<file path="src/sv/lidf_pkg.sv">
`timescale 1ns / 1ps

package lidf_pkg;

  localparam int unsigned HDR_BYTES = 8;
  localparam int unsigned CNT_W     = 4;

  // one result beat as it travels from the parser to the output stage
  typedef struct packed {
    logic [31:0] message_id;
    logic [31:0] payload_length;
    logic [7:0]  payload_byte;
    logic        is_empty;
    logic        is_last;
  } res_t;

endpackage

</file>
<file path="src/sv/length_id_prefixed_deframer.sv">
`timescale 1ns / 1ps

// Length/id prefixed message deframer.
// Input: one stream byte per beat on in_stream_byte; a beat is taken at a
// rising edge with in_push high and in_full low. Each message is an 8-byte
// header (32-bit little-endian payload length, then 32-bit little-endian
// message id) followed by the payload bytes.
// Output: one result beat per payload byte, carrying message id, length,
// the byte and is_last on the final byte. A zero-length message gives one
// beat with is_empty and is_last set and payload_byte zero. Header bytes
// give no result. A result is shown while out_empty is low and taken with
// out_pop.
// Throughput: one byte per cycle, sustained, while results drain.
// Path: with nothing waiting, the parser writes a taken byte's result into
// the queue, and the output register then loads it onto the out_ ports.
// Stall: a stalled receiver backs results up into the QDEPTH-entry queue
// plus the output register; in_full rises once the queue is full and holds
// every input byte, header bytes included, until space frees up.
// Reset: synchronous, active low; the parser expects a fresh header and
// both queue and output register come up empty.
module length_id_prefixed_deframer #(
  parameter int unsigned QDEPTH = 4
) (
  input  logic        clk,
  input  logic        rst_n,
  input  logic        in_push,
  output logic        in_full,
  input  logic [7:0]  in_stream_byte,
  output logic        out_empty,
  input  logic        out_pop,
  output logic [31:0] out_message_id,
  output logic [31:0] out_payload_length,
  output logic [7:0]  out_payload_byte,
  output logic        out_is_empty,
  output logic        out_is_last
);

  localparam int unsigned CW = $clog2(QDEPTH + 1);

  logic            in_acc;
  logic            f_vld;
  lidf_pkg::res_t  f_res;
  logic            q_full, q_empty, q_rd;
  logic [CW-1:0]   q_count;
  lidf_pkg::res_t  q_data;
  logic            b_vld;
  lidf_pkg::res_t  b_data;

  // hold all input while the queue has no room
  assign in_full = q_full;
  assign in_acc  = in_push && !q_full;

  // front: gather the header, classify each byte, emit result beats
  lidf_front u_front (
    .clk      (clk),
    .rst_n    (rst_n),
    .byte_vld (in_acc),
    .byte_in  (in_stream_byte),
    .res_vld  (f_vld),
    .res      (f_res)
  );

  // decouple parser from the receiver
  lidf_queue #(.DEPTH(QDEPTH)) u_queue (
    .clk     (clk),
    .rst_n   (rst_n),
    .wr_en   (f_vld),
    .wr_data (f_res),
    .rd_en   (q_rd),
    .rd_data (q_data),
    .full    (q_full),
    .empty   (q_empty),
    .count   (q_count)
  );

  // back: registered result stage toward the receiver
  lidf_back u_back (
    .clk      (clk),
    .rst_n    (rst_n),
    .q_empty  (q_empty),
    .q_data   (q_data),
    .q_rd     (q_rd),
    .pop      (out_pop),
    .out_vld  (b_vld),
    .out_data (b_data)
  );

  assign out_empty          = !b_vld;
  assign out_message_id     = b_data.message_id;
  assign out_payload_length = b_data.payload_length;
  assign out_payload_byte   = b_data.payload_byte;
  assign out_is_empty       = b_data.is_empty;
  assign out_is_last        = b_data.is_last;

  // queue fill never exceeds its depth
  a_q_bound: assert property (@(posedge clk) disable iff (!rst_n)
    q_count <= CW'(QDEPTH))
    else $error("queue count beyond depth");

  // an empty message is always the last beat, with a zero byte
  a_empty_last: assert property (@(posedge clk) disable iff (!rst_n)
    (!out_empty && out_is_empty) |-> (out_is_last && out_payload_byte == 8'd0))
    else $error("empty result not flagged last or byte nonzero");

  // a result never bypasses a full queue
  a_no_lost: assert property (@(posedge clk) disable iff (!rst_n)
    f_vld |-> !q_full)
    else $error("result produced while queue full");

  // output comes up empty after reset
  a_rst_empty: assert property (@(posedge clk)
    !rst_n |=> out_empty)
    else $error("output not empty after reset");

endmodule

</file>
<file path="src/sv/lidf_front.sv">
`timescale 1ns / 1ps

module lidf_front (
  input  logic             clk,
  input  logic             rst_n,
  input  logic             byte_vld,
  input  logic [7:0]       byte_in,
  output logic             res_vld,
  output lidf_pkg::res_t   res
);

  logic [lidf_pkg::CNT_W-1:0] count_r, count_nxt;
  logic [63:0]                hdr_r, hdr_nxt;
  logic [31:0]                remain_r, remain_nxt;
  logic [63:0]                hdr_ins;

  // drop the new byte into its slot of the header
  always_comb begin
    hdr_ins = hdr_r;
    for (int k = 0; k < lidf_pkg::HDR_BYTES; k++) begin
      if (count_r == lidf_pkg::CNT_W'(k)) begin
        hdr_ins[8*k +: 8] = byte_in;
      end
    end
  end

  always_comb begin
    count_nxt  = count_r;
    hdr_nxt    = hdr_r;
    remain_nxt = remain_r;
    res_vld    = 1'b0;
    res        = '0;
    res.message_id     = hdr_r[63:32];
    res.payload_length = hdr_r[31:0];
    res.payload_byte   = byte_in;
    if (byte_vld) begin
      if (count_r < lidf_pkg::CNT_W'(lidf_pkg::HDR_BYTES)) begin
        hdr_nxt   = hdr_ins;
        count_nxt = count_r + 1'b1;
        if (count_r == lidf_pkg::CNT_W'(lidf_pkg::HDR_BYTES - 1)) begin
          remain_nxt = hdr_ins[31:0];
          if (hdr_ins[31:0] == 32'd0) begin
            // empty message: one result, then back to header
            res_vld            = 1'b1;
            res.message_id     = hdr_ins[63:32];
            res.payload_length = hdr_ins[31:0];
            res.payload_byte   = 8'd0;
            res.is_empty       = 1'b1;
            res.is_last        = 1'b1;
            count_nxt          = '0;
          end
        end
      end else begin
        res_vld    = 1'b1;
        remain_nxt = remain_r - 32'd1;
        if (remain_r == 32'd1) begin
          res.is_last = 1'b1;
          count_nxt   = '0;
        end
      end
    end
  end

  always_ff @(posedge clk) begin
    if (!rst_n) begin
      count_r  <= '0;
      remain_r <= '0;
    end else begin
      count_r  <= count_nxt;
      remain_r <= remain_nxt;
    end
    hdr_r <= hdr_nxt;
  end

endmodule

</file>
<file path="src/sv/lidf_queue.sv">
`timescale 1ns / 1ps

module lidf_queue #(
  parameter int unsigned DEPTH = 4
) (
  input  logic                         clk,
  input  logic                         rst_n,
  input  logic                         wr_en,
  input  lidf_pkg::res_t               wr_data,
  input  logic                         rd_en,
  output lidf_pkg::res_t               rd_data,
  output logic                         full,
  output logic                         empty,
  output logic [$clog2(DEPTH+1)-1:0]   count
);

  localparam int unsigned PW = (DEPTH > 1) ? $clog2(DEPTH) : 1;
  localparam int unsigned CW = $clog2(DEPTH + 1);

  lidf_pkg::res_t  mem [DEPTH];
  logic [PW-1:0]   wptr_r, rptr_r;
  logic [CW-1:0]   count_r;
  logic            do_wr, do_rd;

  assign full    = (count_r == CW'(DEPTH));
  assign empty   = (count_r == '0);
  assign count   = count_r;
  assign do_wr   = wr_en && !full;
  assign do_rd   = rd_en && !empty;
  assign rd_data = mem[rptr_r];

  always_ff @(posedge clk) begin
    if (do_wr) begin
      mem[wptr_r] <= wr_data;
    end
  end

  always_ff @(posedge clk) begin
    if (!rst_n) begin
      wptr_r  <= '0;
      rptr_r  <= '0;
      count_r <= '0;
    end else begin
      if (do_wr) begin
        wptr_r <= (wptr_r == PW'(DEPTH - 1)) ? '0 : wptr_r + 1'b1;
      end
      if (do_rd) begin
        rptr_r <= (rptr_r == PW'(DEPTH - 1)) ? '0 : rptr_r + 1'b1;
      end
      if (do_wr && !do_rd) begin
        count_r <= count_r + 1'b1;
      end else if (do_rd && !do_wr) begin
        count_r <= count_r - 1'b1;
      end
    end
  end

endmodule

</file>
<file path="src/sv/lidf_back.sv">
`timescale 1ns / 1ps

module lidf_back (
  input  logic            clk,
  input  logic            rst_n,
  input  logic            q_empty,
  input  lidf_pkg::res_t  q_data,
  output logic            q_rd,
  input  logic            pop,
  output logic            out_vld,
  output lidf_pkg::res_t  out_data
);

  logic           vld_r;
  lidf_pkg::res_t data_r;

  // refill the output register whenever it is free or being taken
  assign q_rd     = !q_empty && (!vld_r || pop);
  assign out_vld  = vld_r;
  assign out_data = data_r;

  always_ff @(posedge clk) begin
    if (!rst_n) begin
      vld_r <= 1'b0;
    end else if (q_rd) begin
      vld_r <= 1'b1;
    end else if (pop) begin
      vld_r <= 1'b0;
    end
    if (q_rd) begin
      data_r <= q_data;
    end
  end

endmodule
</file>
<file path="config.mk">
export PLATFORM = sky130hd
export DESIGN_NAME = length_id_prefixed_deframer
export DESIGN_NICKNAME = d
export VERILOG_FILES = /design/src/sv/lidf_pkg.sv /design/src/sv/length_id_prefixed_deframer.sv /design/src/sv/lidf_front.sv /design/src/sv/lidf_queue.sv /design/src/sv/lidf_back.sv
export SDC_FILE = /design/constraint.sdc
export NUM_CORES = 1
export LEC_CHECK = 0
export BUFFER_PORTS_ARGS = -buffer_cell sky130_fd_sc_hd__buf_2
export CAP_MARGIN = 5
export CORE_MARGIN = 5
export CORE_UTILIZATION = 45
export CTS_BUF_LIST = sky130_fd_sc_hd__clkbuf_4
export DETAILED_ROUTE_END_ITERATION = 10
export GPL_TIMING_DRIVEN = 0
export HOLD_SLACK_MARGIN = 0.08
export SLEW_MARGIN = 20
export SYNTH_ARGS = -nofsm -noshare
export SYNTH_HDL_FRONTEND = slang
export SYNTH_SLANG_ARGS = --single-unit
</file>
<file path="constraint.sdc">
create_clock -name clk -period 9.8 [get_ports clk]
set_clock_uncertainty 0.1 [all_clocks]
set_input_delay 1.96 -clock clk [delete_from_list [all_inputs] [get_ports clk]]
set_output_delay 1.96 -clock clk [all_outputs]
set_load 0.03 [all_outputs]
</file>
==> results, run 1 <==
- The flow ran to the end, and the final reports show no timing, DRC or antenna violations.
- The maximum number of pins on one net before global-route repair is 25.
- The cell count after placement is 1751.
- The class of the tightest hold or removal check is flip-flop to flip-flop.
- Clock tree synthesis selected as its root buffer the cell sky130_fd_sc_hd__clkbuf_4.
- The via total after detailed routing is 10700.
- The internal power summed over all cells is 4.01 mW.
- Static timing analysis puts the maximum clock frequency at 195 MHz.
- The clock network is responsible for 27.2% of the overall power.
- The synthesized netlist occupies a cell area of 19200 µm².
- The post-CTS setup-driven buffer insertion count is 0.
- The number of hold-slack violations in the final timing report was 0.
- Among the stages of the critical path, the cell type that occurs most often is sky130_fd_sc_hd__buf_16.
- The number of enable flip-flop cells after synthesis is 434.
- The initial antenna violation count is 1.
- In this run the static leakage power is 7.70 nW.
- After detailed routing, the number of vias per cell comes to 5.49.
- Combinational logic burns 26.0% of the power.
- The fraction of power spent switching nets is 31.5%.
- The first global-routing pass estimated 66.4 mm of wire.
- After synthesis, the share of flip-flops with an asynchronous set or reset is 0%.
- Yosys printed 0 warnings.
- In this run the count of I/O pins placed on the die edge is 88.
- The final critical path takes up 52.2% of the cycle.
- For this run, the number of standard cells in the final layout without fillers is 1948.
- The clock period could shrink to 5120 ps.
- The main flop type after synthesis is sky130_fd_sc_hd__edfxtp_1.
- The mean cell area of the mapped netlist is 17.3 µm².
- The worst setup path is captured at a flip-flop.
- The max-slew violation count is 0.
- The number of nets handed over by synthesis was 1136.
- Synthesis instantiated 57 different standard cells from the library.
- The half-perimeter wire length after detailed placement is 27.7 mm.
- The DRC violation count after routing is 0.
- Setup repair after global routing left no endpoint under its margin.
- In this run the number of H-tree levels came out at 3.
- The launching element type of the critical path is a primary input.
- The largest single stage delay on the critical path is 530 ps.
- The share of total power dissipated in sequential elements is 46.8%.
- After the last flow step, the layout net total stands at 1355.
- The overall global routing resource usage is 18.6%.
- The net switching power of the design is 1.85 mW.
- The slowest stage of the critical path is the sky130_fd_sc_hd__nor2_4 cell.
- The total grt overflow is 0.
- Clock-pin slew was measured on the worst setup and hold paths at 70 ps.
- Counting every instance in the synthesized netlist gives 1111.
- The peak supply drop is 0.127 mV.
- The endpoint required time on the critical path is 10220 ps.
- Dividing total power by cell area gives a power density of 264 nW/µm².
- The number of clock buffers inserted by TritonCTS is 116.
- Data on the critical path arrives at its endpoint at 5540 ps.
- The maximum clock insertion buffer count is 3.
- Leaving out fill and tap cells, the most frequent cell in the layout is sky130_fd_sc_hd__edfxtp_1.
- At the later pin of the worst-skew pair, clock insertion delay measures 870 ps.
- The total of max-cap violations is 0.
- Total power for the finished layout comes to 5.86 mW.
- The first-pass iteration count of the detailed router is 5.
- The library cells used most frequently in the layout, excluding fill and tap cells, are sky130_fd_sc_hd__edfxtp_1, sky130_fd_sc_hd__clkbuf_4, sky130_fd_sc_hd__buf_2.
- The number of hold buffers added after CTS was 0.
- The average wire per cell in the routed design is 22.0 µm.
- The floorplan die height is 217 µm.
- The synthesized design contains 478 register bits.
- The clock drives 478 sinks.
- The floorplan die area is 46900 µm².
- The pin slew with the least headroom to its limit is 1130 ps.
- Of the synthesized area, sequential elements account for 72.5%.
- The via count of the first global-routing pass is 10900.
- Setup violations remaining at the end of the flow were counted as 0.
- Walking the worst path, the cells encountered are clkbuf_1 -> nor4_1 -> mux2i_1 -> or3_1 -> nor4_4 -> nand3_1 -> a21o_1 -> buf_2 -> nor2_4 -> buf_16 -> buf_16 -> buf_16.
- Once the floorplan was initialized, standard cells occupied 45.7% of the core.
- Along the worst path, the maximum fanout reaches 16.
- The core outline area is 42000 µm².
- The routability-driven placement congestion ratio is 0.915.
- The final routed wirelength across all metal layers is 42.9 mm.
- In this run the remaining antenna-violating nets after routing total 0.
- The number of rows in the core area is 75.
- The headroom to the max-slew limit is 24.4%.
- The growth of design area from synthesis to finish is 15.9%.
- The worst setup path is of the primary input to flip-flop kind.
- TritonCTS built the clock tree.
- The detailed router's first-iteration violation count is 879.
- The fraction of layout instances using a drive strength above 1 is 32.0%.
- Measured along the x axis, the die boundary spans 217 µm.
- During placement, the flow inserted port buffers numbering 81.
- The total of cells resized after clock tree synthesis is 0.
stage by stage:
step                      utilization [%]  setup WS [ps]  hold WS (ps)  cell area (µm²)  TNS, ps
after CTS                            52.9           4710           385            22200        0
after detailed placement             49.5           3840           372            20800        0
after global routing                 52.9           4450           421            22200        0
after global placement               48.2          -1250           364            20300  -356300
final                                52.9           4680           398            22200        0
after floorplan                         -           2370           345            19200        0
final cells by class:
class / instances / area [µm²]
buffer: 87 / 359
sequential: 478 / 13900
clock buffer: 166 / 1250
tap: 539 / 674
inverter: 36 / 135
fill: 3494 / 19800
multi-input combinational: 510 / 4840
clock inverter: 30 / 188
antenna: 1 / 2.50
timing repair buffer: 101 / 881
worst paths after layout:
check | from | endpoint | slack (ps) | depth (start not counted)
worst max-delay path | in_stream_byte[6] | u_queue.mem[0][50] | 4680 | 12
worst min-delay path | u_front.remain_r[18] | u_front.remain_r[18] | 400 | 2
worst max register to register | u_front.count_r[0] | u_queue.mem[0][50] | 5040 | 14
worst min register to register | u_front.remain_r[18] | u_front.remain_r[18] | 400 | 2
metal layers:
metal	up-vias	share of wire (%)	global-route usage, %
li1	4834	-	-
met1	5434	45	26.7
met2	362	47	28.0
met3	63	5.8	4.09
met4	0	2.3	6.93
met5	-	0	0
synthesized netlist by cell type (all sizes together) (3+ instances only):
| cell | n | area, µm² |
|---|---|---|
| nor3 | 16 | 85.1 |
| a22oi | 9 | 67.6 |
| or4 | 5 | 41.3 |
| a222oi | 4 | 40.0 |
| nand3 | 7 | 35.0 |
| dfxtp | 44 | 881 |
| a21oi | 34 | 170 |
| clkbuf | 70 | 263 |
| nor2b | 3 | 18.8 |
| mux2 | 70 | 875 |
| o221ai | 3 | 26.3 |
| nor2 | 49 | 191 |
| o21ai | 30 | 150 |
| o21a | 3 | 22.5 |
| mux4 | 74 | 1670 |
| nand4 | 6 | 52.6 |
| and2 | 11 | 68.8 |
| ha | 12 | 150 |
| or3 | 5 | 36.3 |
| nand2b | 6 | 37.5 |
| o22ai | 8 | 50.1 |
| nand3b | 3 | 22.5 |
| a31oi | 5 | 31.3 |
| nor3b | 6 | 55.1 |
| buf | 17 | 93.8 |
| mux2i | 26 | 260 |
| inv | 36 | 135 |
| a211oi | 4 | 30.0 |
| nand2 | 78 | 293 |
| edfxtp | 434 | 13000 |
| nor4 | 14 | 139 |
state kept, by name, summed over array words and instances, names as in the netlist:
name	flops
u_front.count_r	4
u_back.out_vld	1
u_queue.count	3
u_queue.rptr_r	2
u_front.remain_r	32
u_back.out_data	74
u_queue.wptr_r	2
u_front.hdr_r	64
u_queue.mem	296
worst max-delay path, delay by kind of cell:
kind | cells | cell delay, ps
AOI/OAI and AO/OA | 1 | 260
buffers and inverters | 5 | 1230
muxes | 1 | 150
and+or+nand+nor | 5 | 1870
logic make-up (layout without fill, tap and decap cells):
logic type | Yosys count | in the layout | share of synthesized area, %
AO/OA/AOI/OAI | 112 | 112 | 3.58
XOR/XNOR | 2 | 2 | 0.0913
adder cells (fa/ha/maj) | 13 | 13 | 0.886
buffers and inverters | 123 | 420 | 2.56
flip-flops | 478 | 478 | 72.5
multiplexers | 170 | 170 | 14.6
other | 0 | 1 | 0
AND/OR/NAND/NOR | 213 | 213 | 5.81
power by group through the flow:
| stage | Clock [mW] | Sequential, mW | Combinational [mW] |
|---|---|---|---|
| 3_5_place_dp | 0 | 2.78 | 1.56 |
| 5_1_grt | 1.77 | 2.76 | 1.64 |
| 6_report | 1.59 | 2.74 | 1.53 |
| 4_1_cts | 1.65 | 2.74 | 1.56 |
| 2_1_floorplan | 0 | 3.14 | 0.690 |
| 3_3_place_gp | 0 | 2.84 | 1.46 |
Note: power is estimated with default switching activity, not from simulation.
==> inputs of run 2 (changes only) <==
ABC_AREA = 1   (was unset)
clock period = 5.2 ns   (was 9.8 ns; I/O delays follow)
==> run 2 against run 1 <==
Core utilization up 0.24 points. Power up 93%. Critical path depth up 5. Largest cell class unchanged. Largest power group unchanged. Global-route usage up 2.6 points. Wire length up 18%. Final cell count up 35%. Die area up 2.0%. Synthesized cell count up 54%. Critical path type is now flip-flop to flip-flop.
==> results, run 2 <==
- Setup repair after global routing left no endpoint under its margin.
- The pin slew with the least headroom to its limit is 782 ps.
- The floorplan die height is 219 µm.
- Relative to the synthesized area, the layout overhead comes to 16.8%.
- The static leakage is 8.37 nW.
- The worst register-to-register path has a depth of 17.
- VDD sags by at most 0.245 mV.
- The signal arrival time at the worst endpoint is 5080 ps.
- The library cells used most frequently in the layout, excluding fill and tap cells, are sky130_fd_sc_hd__edfxtp_1, sky130_fd_sc_hd__nor2_1, sky130_fd_sc_hd__o21ai_0.
- For the worst-skew pair, the clock arrives at the later sink with an insertion delay of 870 ps.
- The final-stage net count is 1970.
- The maximum number of pins on one net before global-route repair is 25.
- The mean cell area of the mapped netlist is 11.4 µm².
- For hold timing, the worst endpoint is u_front.remain_r[30].
- The number of antenna-violating nets in the routed design is 0.
- In the synthesized netlist the async set-or-reset flop fraction comes to 0%.
- The final number of setup-violating endpoints is 0.
- The buffer cell driving the clock tree root is sky130_fd_sc_hd__clkbuf_4.
- The via count of the first global-routing pass came to 13500.
- The sequential area share after synthesis is 71.0%.
- The DRC violation count after routing is 0.
- The count of different cell masters after synthesis is 34.
- The number of hold-slack violations in the final timing report was 0.
- The register with the most flip-flops in the layout has 296 of them.
- For this run, the number of Yosys warnings is 0.
- The total of cells resized after clock tree synthesis is 0.
- The max-slew violation count is 0.
- The end of the worst register-to-register path is u_queue.mem[0][14].
- The first-pass iteration count of the detailed router is 8.
- The most frequent standard cell in the layout excluding fill and tap cells is sky130_fd_sc_hd__edfxtp_1.
- The overall global routing resource usage is 21.2%.
- The core outline area is 43100 µm².
- During placement, the flow inserted port buffers numbering 87.
- Before CTS, the worst setup slack after placement is -21.0 ps.
- The cell type contributing the most total cell area after synthesis is sky130_fd_sc_hd__edfxtp_1.
- The initial utilization of the core area, before any placement, comes to 45.5%.
- The maximum clock insertion buffer count is 3.
- By startpoint and endpoint, the worst setup path is classified as flip-flop to flip-flop.
- The post-route non-filler standard cell count is 2624.
- The first global-routing pass estimated 77.9 mm of wire.
- After synthesis, the largest area contributor takes up 66.5% of total cell area.
- From left edge to right edge, the die measures 219 µm.
- Max-cap violations in this run came to 0.
- The class of the tightest hold or removal check is flip-flop to flip-flop.
- The post-synthesis instance total is 1713.
- The source of the worst register-to-register timing path is u_front.count_r[1].
- In this run the register-to-register setup slack is 530 ps.
- The ratio of final minimum period to clock period is 89.9%.
- The flow ran to the end, and the final reports show no timing, DRC or antenna violations.
- The depth of the worst hold-timing path is 2.
- The number of enable flip-flop cells after synthesis is 434.
- When the netlist entered floorplanning its net count stood at 1738.
- STA classifies the critical path endpoint as a flip-flop.
- The number of H-tree levels is 3.
- Setup slack on the critical path of the routed design comes to 525 ps.
- Pin placement for this block handled 88 I/O pins.
- The top register by number of flip-flops is u_queue.mem.
- The initial antenna violation count came to 1.
- In this run the worst path has a maximum fanout of 19.
- In the post-synthesis netlist, the biggest area contributors are sky130_fd_sc_hd__edfxtp_1, sky130_fd_sc_hd__o21ai_0, sky130_fd_sc_hd__nor2_1, sky130_fd_sc_hd__dfxtp_1, sky130_fd_sc_hd__nand2_1.
- The tree built by TritonCTS fans out to 478 sinks.
- In this run the power density over the cells is 494 nW/µm².
- For this run, the share of the core covered by cells in the final layout is 53.1%.
- The endpoint required time on the critical path is 5610 ps.
- Row generation in the floorplan step produced 76 rows.
- TritonCTS built the clock tree.
- The synthesized area is 19600 µm².
- For this block, the initial DRC count from the detailed router was 1316.
- For this block, the via count after detailed routing is 13800.
- The routed via count divided by cell count is 5.26.
- Overall power consumption after layout is estimated at 11.3 mW.
- Including well taps, the total number of placed cells is 2408.
- The count of hold-fix buffers inserted at cts is 0.
- The post-CTS setup-driven buffer insertion count is 0.
- The flop and latch count out of synthesis is 478.
- The maximum clock frequency is 214 MHz.
- The worst setup path is launched from a flip-flop.
- The wire-length estimate of the detail-placed layout is 33.9 mm.
- In the synthesized netlist the dominant register cell turns out to be sky130_fd_sc_hd__edfxtp_1.
- The floorplan die area is 47800 µm².
- The number of clock buffers inserted by TritonCTS is 120.
- The final routed wirelength across all metal layers is 50.5 mm.
- The fraction of layout instances using a drive strength above 1 is 15.5%.
- The post-CTS clock slew at the launch and capture registers of the worst setup and hold paths is 60 ps.
- The post-layout minimum cycle time is 4670 ps.
- The startpoint identified for the worst hold timing path is u_front.remain_r[30].
- Global routing finished with a remaining overflow of 0.
- The most numerous cell in the Yosys netlist is sky130_fd_sc_hd__edfxtp_1.
- The headroom to the max-slew limit is 47.9%.
- By count the netlist is led by sky130_fd_sc_hd__edfxtp_1, sky130_fd_sc_hd__nor2_1, sky130_fd_sc_hd__o21ai_0.
- The average wire per cell in the routed design is 19.2 µm.
- Routability-driven placement finished with a final weighted congestion of 0.888.
==> run 2: cell type report <==
class,instances,area (µm²)
fill,3782,20200
sequential,478,13900
multi-input combinational,1002,4820
clock buffer,173,1300
timing repair buffer,110,1030
tap,585,732
buffer,121,500
inverter,112,420
clock inverter,42,170
antenna,1,2.50
==> run 2: power breakdown <==
group	total [mW]	switching (mW)	internal, mW	leakage [nW]
logic	3.15	2.33	0.821	3.13
clock network	3.00	1.48	1.52	0.882
registers	5.16	0.174	4.99	4.36
==> run 2: cell families after synthesis <==
group,count (synthesis),synth area share (%)
buffers and inverters,233,4.70
DFF,478,71.0
xor gates and xnor gates,14,0.625
AOI/OAI and AO/OA,385,10.6
adders and majority gates,13,0.868
and+or+nand+nor,590,12.2
==> run 2: worst max-delay path: stages, from the launching register on <==
cell                       delay (ps)
sky130_fd_sc_hd__dfxtp_1          360
sky130_fd_sc_hd__inv_1             90
sky130_fd_sc_hd__ha_1             130
sky130_fd_sc_hd__clkbuf_1         390
sky130_fd_sc_hd__nand2_2          240
sky130_fd_sc_hd__nand2_1          100
sky130_fd_sc_hd__o21ai_1          150
sky130_fd_sc_hd__nor2_1           140
sky130_fd_sc_hd__nand2_1           70
sky130_fd_sc_hd__nor2_1           210
sky130_fd_sc_hd__nand3_2          330
sky130_fd_sc_hd__nand2_1          290
sky130_fd_sc_hd__nand2_1          280
sky130_fd_sc_hd__nor2_4           630
sky130_fd_sc_hd__buf_16           240
sky130_fd_sc_hd__buf_16           170
sky130_fd_sc_hd__buf_12           190
sky130_fd_sc_hd__buf_16           180
==> run 2: per-stage QoR <==
stage               cell area, µm²  hold slack, ps  setup TNS, ps
detailed placement           21400             359           -296
global placement             20800             353       -1465120
CTS                          22900             314              0
finish                       22900             369              0
global route                 22900             338              0
floorplan                    19600             345        -183710
==> run 2: how the worst max path moves through the flow <==
stage	start	to	slack [ps]	depth (start not counted)
after global routing	u_front.count_r[0]	u_queue.mem[0][22]	290	18
after floorplan	in_stream_byte[5]	u_queue.mem[0][0]	-620	11
after global placement	in_stream_byte[4]	u_queue.mem[0][28]	-4780	10
final	u_front.count_r[1]	u_queue.mem[0][14]	530	17
after CTS	u_front.count_r[1]	u_queue.mem[0][14]	550	17
after detailed placement	in_stream_byte[4]	u_queue.mem[0][29]	-20	14
==> run 2: metal layers <==
layer	up-vias	global-route usage [%]	part of all wire, %
met5	-	0	0
met4	0	9.06	3.1
met3	98	4.07	7.1
met2	521	32.8	46
met1	6599	29.5	44
li1	6597	-	-
==> inputs of run 3 (changes only) <==
ABC_AREA = unset   (was 1)
CTS_BUF_LIST = unset   (was sky130_fd_sc_hd__clkbuf_4)
==> run 3 against run 2 <==
Via count shrank 26%. Final cell count shrank 30%. Hold slack gained 13 ps. Global-route usage shrank 3.0 points. Sequential power about the same. Die area decreased by 2.0%. Cell area shrank 2.7%. Highest routed layer unchanged.
==> results, run 3 (same netlist as run 1, synthesis figures left out) <==
- In this run the post-CTS setup repair buffer count came out at 0.
- The growth of design area from synthesis to finish is 16.0%.
- After global routing the overflow that remains totals 0.
- After routing the design area is 22300 µm².
- The ratio of final minimum period to clock period is 91.1%.
- At the later pin of the worst-skew pair, clock insertion delay measures 570 ps.
- After the first detailed-routing iteration, the DRC count stood at 886.
- The max-slew violation count was 0.
- The count of input and output buffers is 81.
- The number of clock buffers inserted by TritonCTS is 49.
- After clock tree synthesis, the clock-pin slew on the worst setup and hold paths is 60 ps.
- TritonCTS built the clock tree.
- Headroom to the max-slew limit came out at 28.1%.
- After the last flow step, the layout net total stands at 1287.
- The maximum clock frequency is 211 MHz.
- The number of fill cells in the layout is 3371.
- The run finished with clean final reports.
- The cell count after placement is 1750.
- The floorplan die area is 46900 µm².
- The number of hold-slack violations in the final timing report came to 0.
- The power per standard cell area is 509 nW/µm².
- The first global-routing pass estimated 65.1 mm of wire.
- Max-cap violations in this run came to 0.
- Setup violations remaining at the end of the flow were counted as 0.
- The via count of the first global-routing pass came to 10400.
- The kind of critical path is flip-flop to flip-flop.
- In this run the vertical extent of the chip is 217 µm.
- The number of H-tree levels is 2.
- IR analysis of the VDD net gives a maximum drop of 0.259 mV.
- The half-perimeter wire length after detailed placement is 27.8 mm.
- In the layout the commonest cells are sky130_fd_sc_hd__edfxtp_1, sky130_fd_sc_hd__buf_2, sky130_fd_sc_hd__clkbuf_1, sky130_fd_sc_hd__nand2_1, sky130_fd_sc_hd__mux4_2.
- In the routed design, unresolved DRC markers number 0.
- The via total after detailed routing is 10300.
- Power comes to 11.3 mW.
- For this design the static power due to leakage is 7.57 nW.
- The buffer cell driving the clock tree root is sky130_fd_sc_hd__clkbuf_16.
- The first-pass iteration count of the detailed router is 6.
- The class of the tightest hold or removal check is flip-flop to flip-flop.
- CTS saw 478 sinks.
- For the pin with the worst max-slew slack, the measured transition is 1080 ps.
- The longest clock path from root to sink contains 3 buffers.
- The total of cells resized after clock tree synthesis is 0.
- The library cell used most frequently in the layout, excluding fill and tap cells, is sky130_fd_sc_hd__edfxtp_1.
- The number of hold buffers added after CTS was 0.
- The endpoint required time on the critical path is 5590 ps.
- The overall global routing resource usage is 18.1%.
- The congestion estimate from routability-driven global placement came to 0.918.
- The largest fanout on the critical path is 8.
- The initial antenna violation count is 2.
- The count of nets left with antenna violations once routing finished came out at 0.
- STA classifies the critical path startpoint as a flip-flop.
- 88 I/O pins were placed.
- Dividing the detail-routed via count by the number of cells gives 5.60.
- The number of antenna repair diodes is 0.
- The routed design has 42.4 mm of wire.
- The maximum number of pins on one net before global-route repair is 28.
- The signal arrival time at the worst endpoint is 5130 ps.
- The routed design could run at a clock period as short as 4740 ps.
- The die is 217 µm wide.
- The top register by number of flip-flops is u_queue.mem.
- The tightest hold path in the finished design has a slack of 381 ps.
- The endpoint class of the critical path is a flip-flop.
- The core outline area is 42000 µm².
- The starting density of the core is 45.7%.
- The fraction of layout instances using a drive strength above 1 is 26.2%.
- The register with the most flip-flops in the layout has 296 of them.
- Setup repair after global routing left no endpoint under its margin.
- The average wire per cell in the routed design is 23.1 µm.
- The floorplan has 75 rows.
- Excluding fillers, the count of instances in the completed layout stands at 1833.
- The area after detailed placement is 20800 µm².
[run 3: critical path, cell delays in order (launching register included)]
cell and delay (ps):
sky130_fd_sc_hd__dfxtp_1 350, sky130_fd_sc_hd__inv_1 160, sky130_fd_sc_hd__ha_1 190, sky130_fd_sc_hd__nor3b_1 340
sky130_fd_sc_hd__buf_2 360, sky130_fd_sc_hd__mux2i_1 280, sky130_fd_sc_hd__inv_1 100, sky130_fd_sc_hd__nor3_1 600
sky130_fd_sc_hd__nand3_1 400, sky130_fd_sc_hd__a21o_1 270, sky130_fd_sc_hd__buf_2 200, sky130_fd_sc_hd__inv_1 90
sky130_fd_sc_hd__ha_1 180, sky130_fd_sc_hd__inv_1 60, sky130_fd_sc_hd__fa_1 380, sky130_fd_sc_hd__xor2_1 160
sky130_fd_sc_hd__or3_1 310, sky130_fd_sc_hd__a21oi_1 130
[run 3: metal layers]
metal	GRT usage, %	wire [µm]
met1	26.3	19000
met2	29.0	20500
met3	2.86	2110
met4	4.62	790
met5	0	0
[run 3: where the power goes]
part / leakage, nW / switching [mW] / internal, mW / total [mW]
Combinational: 2.49 / 1.85 / 1.04 / 2.89
Sequential: 4.35 / 0.174 / 4.99 / 5.17
Clock: 0.731 / 1.38 / 1.90 / 3.27
Total: 7.57 / 3.40 / 7.93 / 11.3
[run 3: final cells by class]
cell class | count | area (µm²) | area share (%)
plain buffers | 87 | 359 | 1.61
inverters | 36 | 135 | 0.607
clock buffers | 66 | 1380 | 6.21
repair buffers | 100 | 856 | 3.84
flip-flops and latches | 478 | 13900 | 62.5
clock inverters | 17 | 106 | 0.478
well taps | 539 | 674 | 3.03
multi-input cells | 510 | 4840 | 21.7
[run 3: final timing paths]
path | from | endpoint | slack, ps | cells past startpoint
setup / recovery | u_front.count_r[0] | u_queue.count[2] | 460 | 17
hold reg to reg | u_front.remain_r[29] | u_front.remain_r[29] | 380 | 2
setup reg to reg | u_front.count_r[0] | u_queue.count[2] | 460 | 17
hold / removal | u_front.remain_r[29] | u_front.remain_r[29] | 380 | 2
[run 3: through the flow]
step	setup WS, ps	util (%)	TNS, ps
after global routing	301	53.0	0
after CTS	421	53.0	0
after floorplan	-1200	-	-356420
final	463	53.0	0
after detailed placement	162	49.4	0
after global placement	-4880	48.2	-1538660
